[src/sv/apba_pkg.sv]
// Shared types and constants of the address pool bitmap allocator.
`default_nettype none
package apba_pkg;

  localparam int ADDR_W   = 32;
  localparam int PREFIX_W = 5;
  localparam int CMD_W    = 2;

  // Stream word widths: fields packed from bit 0 up, padded to whole bytes.
  localparam int IN_BITS  = 40;
  localparam int OUT_BITS = 72;

  localparam logic [PREFIX_W-1:0] MAX_PREFIX   = 5'd30;
  localparam logic [PREFIX_W-1:0] PREFIX_RESET = 5'd24;

  // Configuration register indexes.
  localparam logic REG_POOL_BASE  = 1'b0;
  localparam logic REG_PREFIX_LEN = 1'b1;

  typedef enum logic [CMD_W-1:0] {
    CMD_ALLOC   = 2'd0,
    CMD_RELEASE = 2'd1,
    CMD_RESERVE = 2'd2,
    CMD_INIT    = 2'd3
  } cmd_t;

  typedef enum logic [7:0] {
    ST_IDLE    = 8'b0000_0001,
    ST_DIV     = 8'b0000_0010,
    ST_FILL    = 8'b0000_0100,
    ST_SCAN_GO = 8'b0000_1000,
    ST_SCAN    = 8'b0001_0000,
    ST_MARK_RD = 8'b0010_0000,
    ST_MARK_WR = 8'b0100_0000,
    ST_DONE    = 8'b1000_0000
  } state_t;

endpackage
`default_nettype wire

[src/sv/apba_div.sv]
// Divider of a 32-bit value by a fixed power-of-two divisor: registered shift and mask.
`default_nettype none
module apba_div #(
  parameter int DIVISOR = 64
) (
  input  wire logic                              clk,
  input  wire logic                              rst,
  input  wire logic                              start,
  input  wire logic [apba_pkg::ADDR_W-1:0]       dividend,
  output logic                                   done,
  output logic [apba_pkg::ADDR_W-1:0]            quotient,
  output logic [$clog2(DIVISOR)-1:0]             remainder
);
  localparam int BW = $clog2(DIVISOR);

  always_ff @(posedge clk) begin
    if (rst) begin
      done <= 1'b0;
    end else begin
      done <= start;
    end
  end

  // Quotient is the dividend shifted down, remainder its low bits.
  always_ff @(posedge clk) begin
    if (start) begin
      quotient  <= dividend >> BW;
      remainder <= dividend[BW-1:0];
    end
  end

endmodule
`default_nettype wire

[config.mk]
export PLATFORM = sky130hd
export DESIGN_NAME = apba_div
export DESIGN_NICKNAME = d
export VERILOG_FILES = /design/src/sv/apba_pkg.sv /design/src/sv/apba_div.sv
export SDC_FILE = /design/constraint.sdc
export NUM_CORES = 1
export LEC_CHECK = 0
export ABC_AREA = 1
export ABC_CLOCK_PERIOD_IN_PS = 800
export BUFFER_PORTS_ARGS = -buffer_cell sky130_fd_sc_hd__buf_2
export CORE_ASPECT_RATIO = 0.8
export CORE_UTILIZATION = 39
export DETAILED_ROUTE_END_ITERATION = 8
export PLACE_DENSITY_LB_ADDON = 0.3
export SLEW_MARGIN = 5
export SYNTH_ARGS = -nofsm -noshare
export SYNTH_HDL_FRONTEND = slang
export SYNTH_SLANG_ARGS = --single-unit
[constraint.sdc]
create_clock -name clk -period 0.8 [get_ports clk]
set_input_delay 0.04 -clock clk [delete_from_list [all_inputs] [get_ports clk]]
set_output_delay 0.04 -clock clk [all_outputs]
set_load 0.02 [all_outputs]
==> results of run 1 <==
-- synthesized netlist by cell type --
master	number	area (um2)
sky130_fd_sc_hd__buf_4	6	45.0
sky130_fd_sc_hd__conb_1	1	3.75
sky130_fd_sc_hd__dfxtp_1	1	20.0
sky130_fd_sc_hd__edfxtp_1	32	961
sky130_fd_sc_hd__inv_1	1	3.75
sky130_fd_sc_hd__nor2_2	1	6.26
-- metal layers --
layer / vias up / share of wire / GRT usage / routed length [um]
li1: 361 / - / - / -
met1: 328 / 0.33 / 0.132 / 776
met2: 52 / 0.55 / 0.307 / 1310
met3: 2 / 0.11 / 0.0849 / 271
met4: 0 / 0.0080 / 0.0837 / 19
met5: - / 0 / 0 / 0
-- flip-flops by register name (all words and copies together) (netlist names) --
signal	count
done	1
quotient	26
remainder	6
-- repair_timing --
item | CTS | global route
endpoints found under the hold margin | 33 | 0
resized for setup | 11 | 38
endpoints found under the setup margin | 33 | 33
pin swaps | 0 | 0
hold buffers | 33 | 0
-- final timing paths --
path                              start         endpoint
setup / recovery  quotient[3]$_DFFE_PP_      quotient[3]
hold / removal                    start  done$_SDFF_PP0_
-- cell type report --
cell class / count / area [um2] / area share
flip-flops and latches: 33 / 982 / 0.504
repair buffers: 102 / 843 / 0.433
well taps: 36 / 45.0 / 0.0231
clock buffers: 6 / 41.3 / 0.0212
multi-input cells: 7 / 28.8 / 0.0148
clock inverters: 1 / 3.75 / 0.00193
inverters: 1 / 3.75 / 0.00193
-- worst min-delay path: cells and delay by family --
kind / cells / cell delay, ps
buf+inv: 3 / 350
simple gates: 1 / 30
-- per-stage QoR --
stage               setup TNS (ps)  cells  hold slack, ps  power [uW]  area [um2]
finish                       -2880    186             140        3580        1950
global route                 -4450    186             144        3740        1950
CTS                          -3120    186             127        3490        1830
detailed placement               0    146             216        2560        1420
global placement                 0    146             204        2550        1420
floorplan                        0     47             107        2350        1060
-- where the power goes --
group          leakage [uW]  switching, uW  internal [uW]
Sequential         0.000322           55.2           2050
Combinational      0.000493            321            369
Clock             0.0000258            472            318
-- cell families (layout without fill, tap and decap cells) --
group / after synthesis / after routing / share of synthesized area
other: 1 / 6 / 0.00361
AND/OR/NAND/NOR: 1 / 1 / 0.00602
flip-flops: 33 / 33 / 0.943
buffers and inverters: 7 / 110 / 0.0469
==> out/summary.log, run 1 <==
[final_layout] Diodes inserted 0
[logic_synthesis] Synth warnings 0
[placed_design] Port Buffers 67
[timing] achievable frequency 1.08 GHz
[final_layout] final core utilization 0.785
[routing] antenna violation net count after detailed routing 0
[placed_design] placer congestion estimate 0.631
[final_layout] number of nets in the layout 185
[floorplanning] horizontal die dimension 59.7 um
[setup_path] delay-heaviest family, CP flip-flops
[setup_path] sequence of cells on the critical path buf_6
[run] Max-Cap Viols 0
[outcome] violated checks negative setup slack
[floorplanning] die area 0.00288 mm2
[setup_path] data arrival time of the critical path 890 ps
[grt] pin count of the biggest net entering global routing 26
[setup_path] data required time at the worst endpoint 760 ps
[final_layout] layout cell share with drive strength beyond 1 0.507
[setup_path] number of cells on the critical path 1
[logic_synthesis] number of flip-flops and latches in the synthesized netlist 33
[outcome] outcome finished with violations
[routing] DR vias/cell 3.99
[timing] RSZ-0062 raised after global routing true
[final_layout] commonest cells after routing, fill and taps aside sky130_fd_sc_hd__buf_2 (43), sky130_fd_sc_hd__dlygate4sd3_1 (33), sky130_fd_sc_hd__edfxtp_1 (32), sky130_fd_sc_hd__buf_6 (24), sky130_fd_sc_hd__conb_1 (6)
[pwr] Worst VDD drop 0.00127 V
[clock_network] Longest Clk Path Bufs 2
[grt] number of antenna violations at the first check in global routing 0
[floorplanning] die height 48.2 um
[clock_network] number of buffers created by CTS 5
[final_layout] Fillers 151
[routing] length of the first detailed-routing pass in iterations 4
[floorplanning] initial standard-cell utilization of the core 0.419
[setup_path] sum of buffers and inverters on the critical path 1
[logic_synthesis] Mapped Cells 42
[clock_network] H-tree levels 2
[worst_hold_path] min-delay worst type primary input to flop
[pwr] static leakage 0.000841 uW
[routing] total via count in the routed design 743
[setup_path] CP startpoint kind flop
[grt] via count of the first global-routing pass 727
[routing] Total Routed Length 2380 um
[logic_synthesis] sequential fraction of the synthesis area 0.943
[routing] number of design-rule violations left by the first detailed-router iteration 7
[setup_path] Crit Path Category flop to primary output
[floorplanning] Cell Rows 16
[clock_network] total clock sinks 33
[final_layout] most frequent standard cell in the layout excluding fill and tap cells sky130_fd_sc_hd__buf_2
[routing] drc violations 0
[routing] wire length per cell after detailed routing 12.8 um
[timing] Hold Violations, Final 0
[grt] global-route wire length before repair 2940 um
[placed_design] Worst Setup Slack post-DPL 159 ps
[final_layout] synth-to-layout area growth 87.4%
[timing] share of the clock period used by the worst path 1.16
[logic_synthesis] Distinct cells, synth 6
[clock_network] CTS tree done
[timing] final slew viol count 0
[setup_path] kind of end point of the critical path primary output
[logic_synthesis] syn_area_per_cell 24.8 um2
[setup_path] Largest stage delay, worst path 420 ps
[clock_network] number of buffers inserted by post-CTS setup repair 0
[timing] Final Setup Violations 33
[clock_network] clock transition at the register clock pins on the worst setup and hold paths after CTS 90 ps
[timing] final critical-path setup slack -125 ps
[setup_path] maximum net fanout on the critical path 1
[grt] GRT overflow 0
[setup_path] CP max-delay cell sky130_fd_sc_hd__edfxtp_1
[floorplanning] placeable core area 0.00248 mm2
[logic_synthesis] cell area after synthesis 0.00104 mm2
[worst_hold_path] cell depth of the worst hold path 4
[pwr] total power density per cell area 1840 mW/mm2
[clock_network] CTS root buffer sky130_fd_sc_hd__clkbuf_4
[grt] all-layer global routing usage 0.158
[floorplanning] Boundary Pins 74
[timing] time the final worst path needs with I/O delays and setup 925 ps
No activity file was read; power rests on OpenSTA's default activity.
==> run 2: changes to the inputs <==
Settings changed: ABC_CLOCK_PERIOD_IN_PS 800 to 950, CORE_ASPECT_RATIO 0.8 to not set.
Clock period 0.8 ns to 0.95 ns, I/O delays scaled along.
==> out/summary.log, run 2 (same netlist as run 1, synthesis figures left out) <==
[timing] achievable frequency 1.06 GHz
[floorplanning] Cell Rows 18
[final_layout] post-route non-filler standard cell count 181
[pwr] Worst VDD drop 0.00152 V
[run] Max-Cap Viols 0
[timing] Hold Violations, Final 0
[routing] met2 WL 1290 um
[routing] DR vias/cell 4.12
[routing] wire length per cell after detailed routing 12.6 um
[setup_path] kind of end point of the critical path primary output
[timing] RSZ-0062 raised after global routing true
[setup_path] data required time at the worst endpoint 900 ps
[routing] max layer used met4
[routing] Total Routed Length 2280 um
[setup_path] delay-heaviest family, CP flip-flops
[final_layout] synth-to-layout area growth 80.0%
[clock_network] number of buffers created by CTS 5
[final_layout] Fillers 157
[floorplanning] horizontal die dimension 53.6 um
[floorplanning] die height 53.6 um
[pwr] static leakage 0.000821 uW
[placed_design] cell total after placement 140
[floorplanning] initial standard-cell utilization of the core 0.416
[routing] number of design-rule violations left by the first detailed-router iteration 9
[final_layout] Largest regs quotient x26, remainder x6, done x1
[grt] all-layer global routing usage 0.157
[placed_design] Port Buffers 67
[clock_network] number of buffers inserted by post-CTS setup repair 0
[clock_network] clock transition at the register clock pins on the worst setup and hold paths after CTS 90 ps
[worst_hold_path] cell depth of the worst hold path 2
[grt] GRT overflow 0
[setup_path] Crit Path Category flop to primary output
[timing] final slew viol count 0
[final_layout] most frequent standard cell in the layout excluding fill and tap cells sky130_fd_sc_hd__buf_2
[timing] total negative setup slack 0 ps
[final_layout] layout cell share with drive strength beyond 1 0.503
[setup_path] CP startpoint kind flop
[timing] share of the clock period used by the worst path 0.990
[clock_network] H-tree levels 2
[final_layout] commonest cells after routing, fill and taps aside sky130_fd_sc_hd__buf_2 (58), sky130_fd_sc_hd__dlygate4sd3_1 (33), sky130_fd_sc_hd__edfxtp_1 (32), sky130_fd_sc_hd__buf_6 (9), sky130_fd_sc_hd__conb_1 (6)
[floorplanning] placeable core area 0.00250 mm2
[outcome] outcome completed
[grt] number of antenna violations at the first check in global routing 0
[final_layout] flip-flop count of the largest register, all copies and words added 26
[final_layout] Diodes inserted 0
[worst_hold_path] worst-case hold path end point quotient[1]$_DFFE_PP_
[floorplanning] Boundary Pins 74
[placed_design] placer congestion estimate 0.605
[final_layout] largest reg by FF count quotient
[routing] length of the first detailed-routing pass in iterations 2
[setup_path] data arrival time of the critical path 890 ps
[timing] time the final worst path needs with I/O delays and setup 941 ps
[grt] global-route wire length before repair 2890 um
[clock_network] Longest Clk Path Bufs 2
[routing] drc violations 0
[pwr] total power density per cell area 1630 mW/mm2
[grt] pin count of the biggest net entering global routing 20
[clock_network] total clock sinks 33
[clock_network] CTS root buffer sky130_fd_sc_hd__clkbuf_4
[routing] met1 wire length 780 um
[routing] total via count in the routed design 745
[grt] via count of the first global-routing pass 684
[worst_hold_path] min-delay worst type primary input to flop
[routing] antenna violation net count after detailed routing 0
[worst_hold_path] startpoint of the worst hold path start
[floorplanning] die area 0.00288 mm2
[clock_network] CTS tree done
[final_layout] number of nets in the layout 185
[setup_path] Largest stage delay, worst path 420 ps
[setup_path] CP max-delay cell sky130_fd_sc_hd__edfxtp_1
[timing] Final Setup Violations 0
[routing] met3 WL 191 um
[setup_path] maximum net fanout on the critical path 1
[setup_path] sum of buffers and inverters on the critical path 1
[setup_path] sequence of cells on the critical path buf_6
-- run 2: changes by cell type in the layout (fill, tap and decap cells not counted) --
cell                       delta
sky130_fd_sc_hd__dfxtp_2      -1
sky130_fd_sc_hd__buf_6       -15
sky130_fd_sc_hd__buf_2       +15
sky130_fd_sc_hd__clkbuf_8     +1
sky130_fd_sc_hd__clkbuf_1     +1
sky130_fd_sc_hd__dfxtp_1      +1
sky130_fd_sc_hd__buf_12       +1
sky130_fd_sc_hd__clkinv_1     -1
sky130_fd_sc_hd__buf_4        -1
-- run 2: worst max path at each step --
stage                     depth (start not counted)               endpoint  slack (ps)                   start
after floorplan                                   0            quotient[0]         450   quotient[0]$_DFFE_PP_
after global placement                            2  quotient[4]$_DFFE_PP_         300                   start
after detailed placement                          2  quotient[4]$_DFFE_PP_         290                   start
after CTS                                         1            quotient[6]           4   quotient[6]$_DFFE_PP_
after global routing                              1           quotient[20]         -20  quotient[20]$_DFFE_PP_
final                                             1            quotient[6]           9   quotient[6]$_DFFE_PP_
-- run 2: routing by layer --
metal	up-vias	GRT usage
li1	363	-
met1	335	0.150
met2	45	0.269
met3	2	0.0876
met4	0	0.0789
met5	-	0
-- run 2: final cells by class --
cell class              instances  area (um2)  area share
multi-input cells               7        28.8      0.0154
clock buffers                   8        58.8      0.0314
flip-flops and latches         33         981       0.524
repair buffers                102         762       0.407
well taps                      30        37.5      0.0201
inverters                       1        3.75     0.00201
-- run 2: repair_timing --
item | CTS | global route
endpoints found under the setup margin | 0 | 13
hold endpoints to repair | 33 | 0
hold buffers | 33 | 0
resized for setup | 0 | 18
-- run 2: where the power goes --
group	internal, uW	switching, uW	total, uW
combinational	260	269	529
sequential	1720	33.0	1750
clock	365	412	777
-- run 2: metrics by stage --
| stage | cell area [um2] | setup slack (ps) | total power, uW | hold slack (ps) | utilization |
|---|---|---|---|---|---|
| after floorplan | 1060 | 453 | 1980 | 114 | - |
| after global placement | 1430 | 300 | 2150 | 211 | 0.571 |
| after detailed placement | 1430 | 293 | 2160 | 213 | 0.571 |
| after CTS | 1820 | 4.05 | 3040 | 125 | 0.726 |
| after global routing | 1870 | -23.1 | 3170 | 143 | 0.749 |
| final | 1870 | 9.33 | 3060 | 148 | 0.749 |
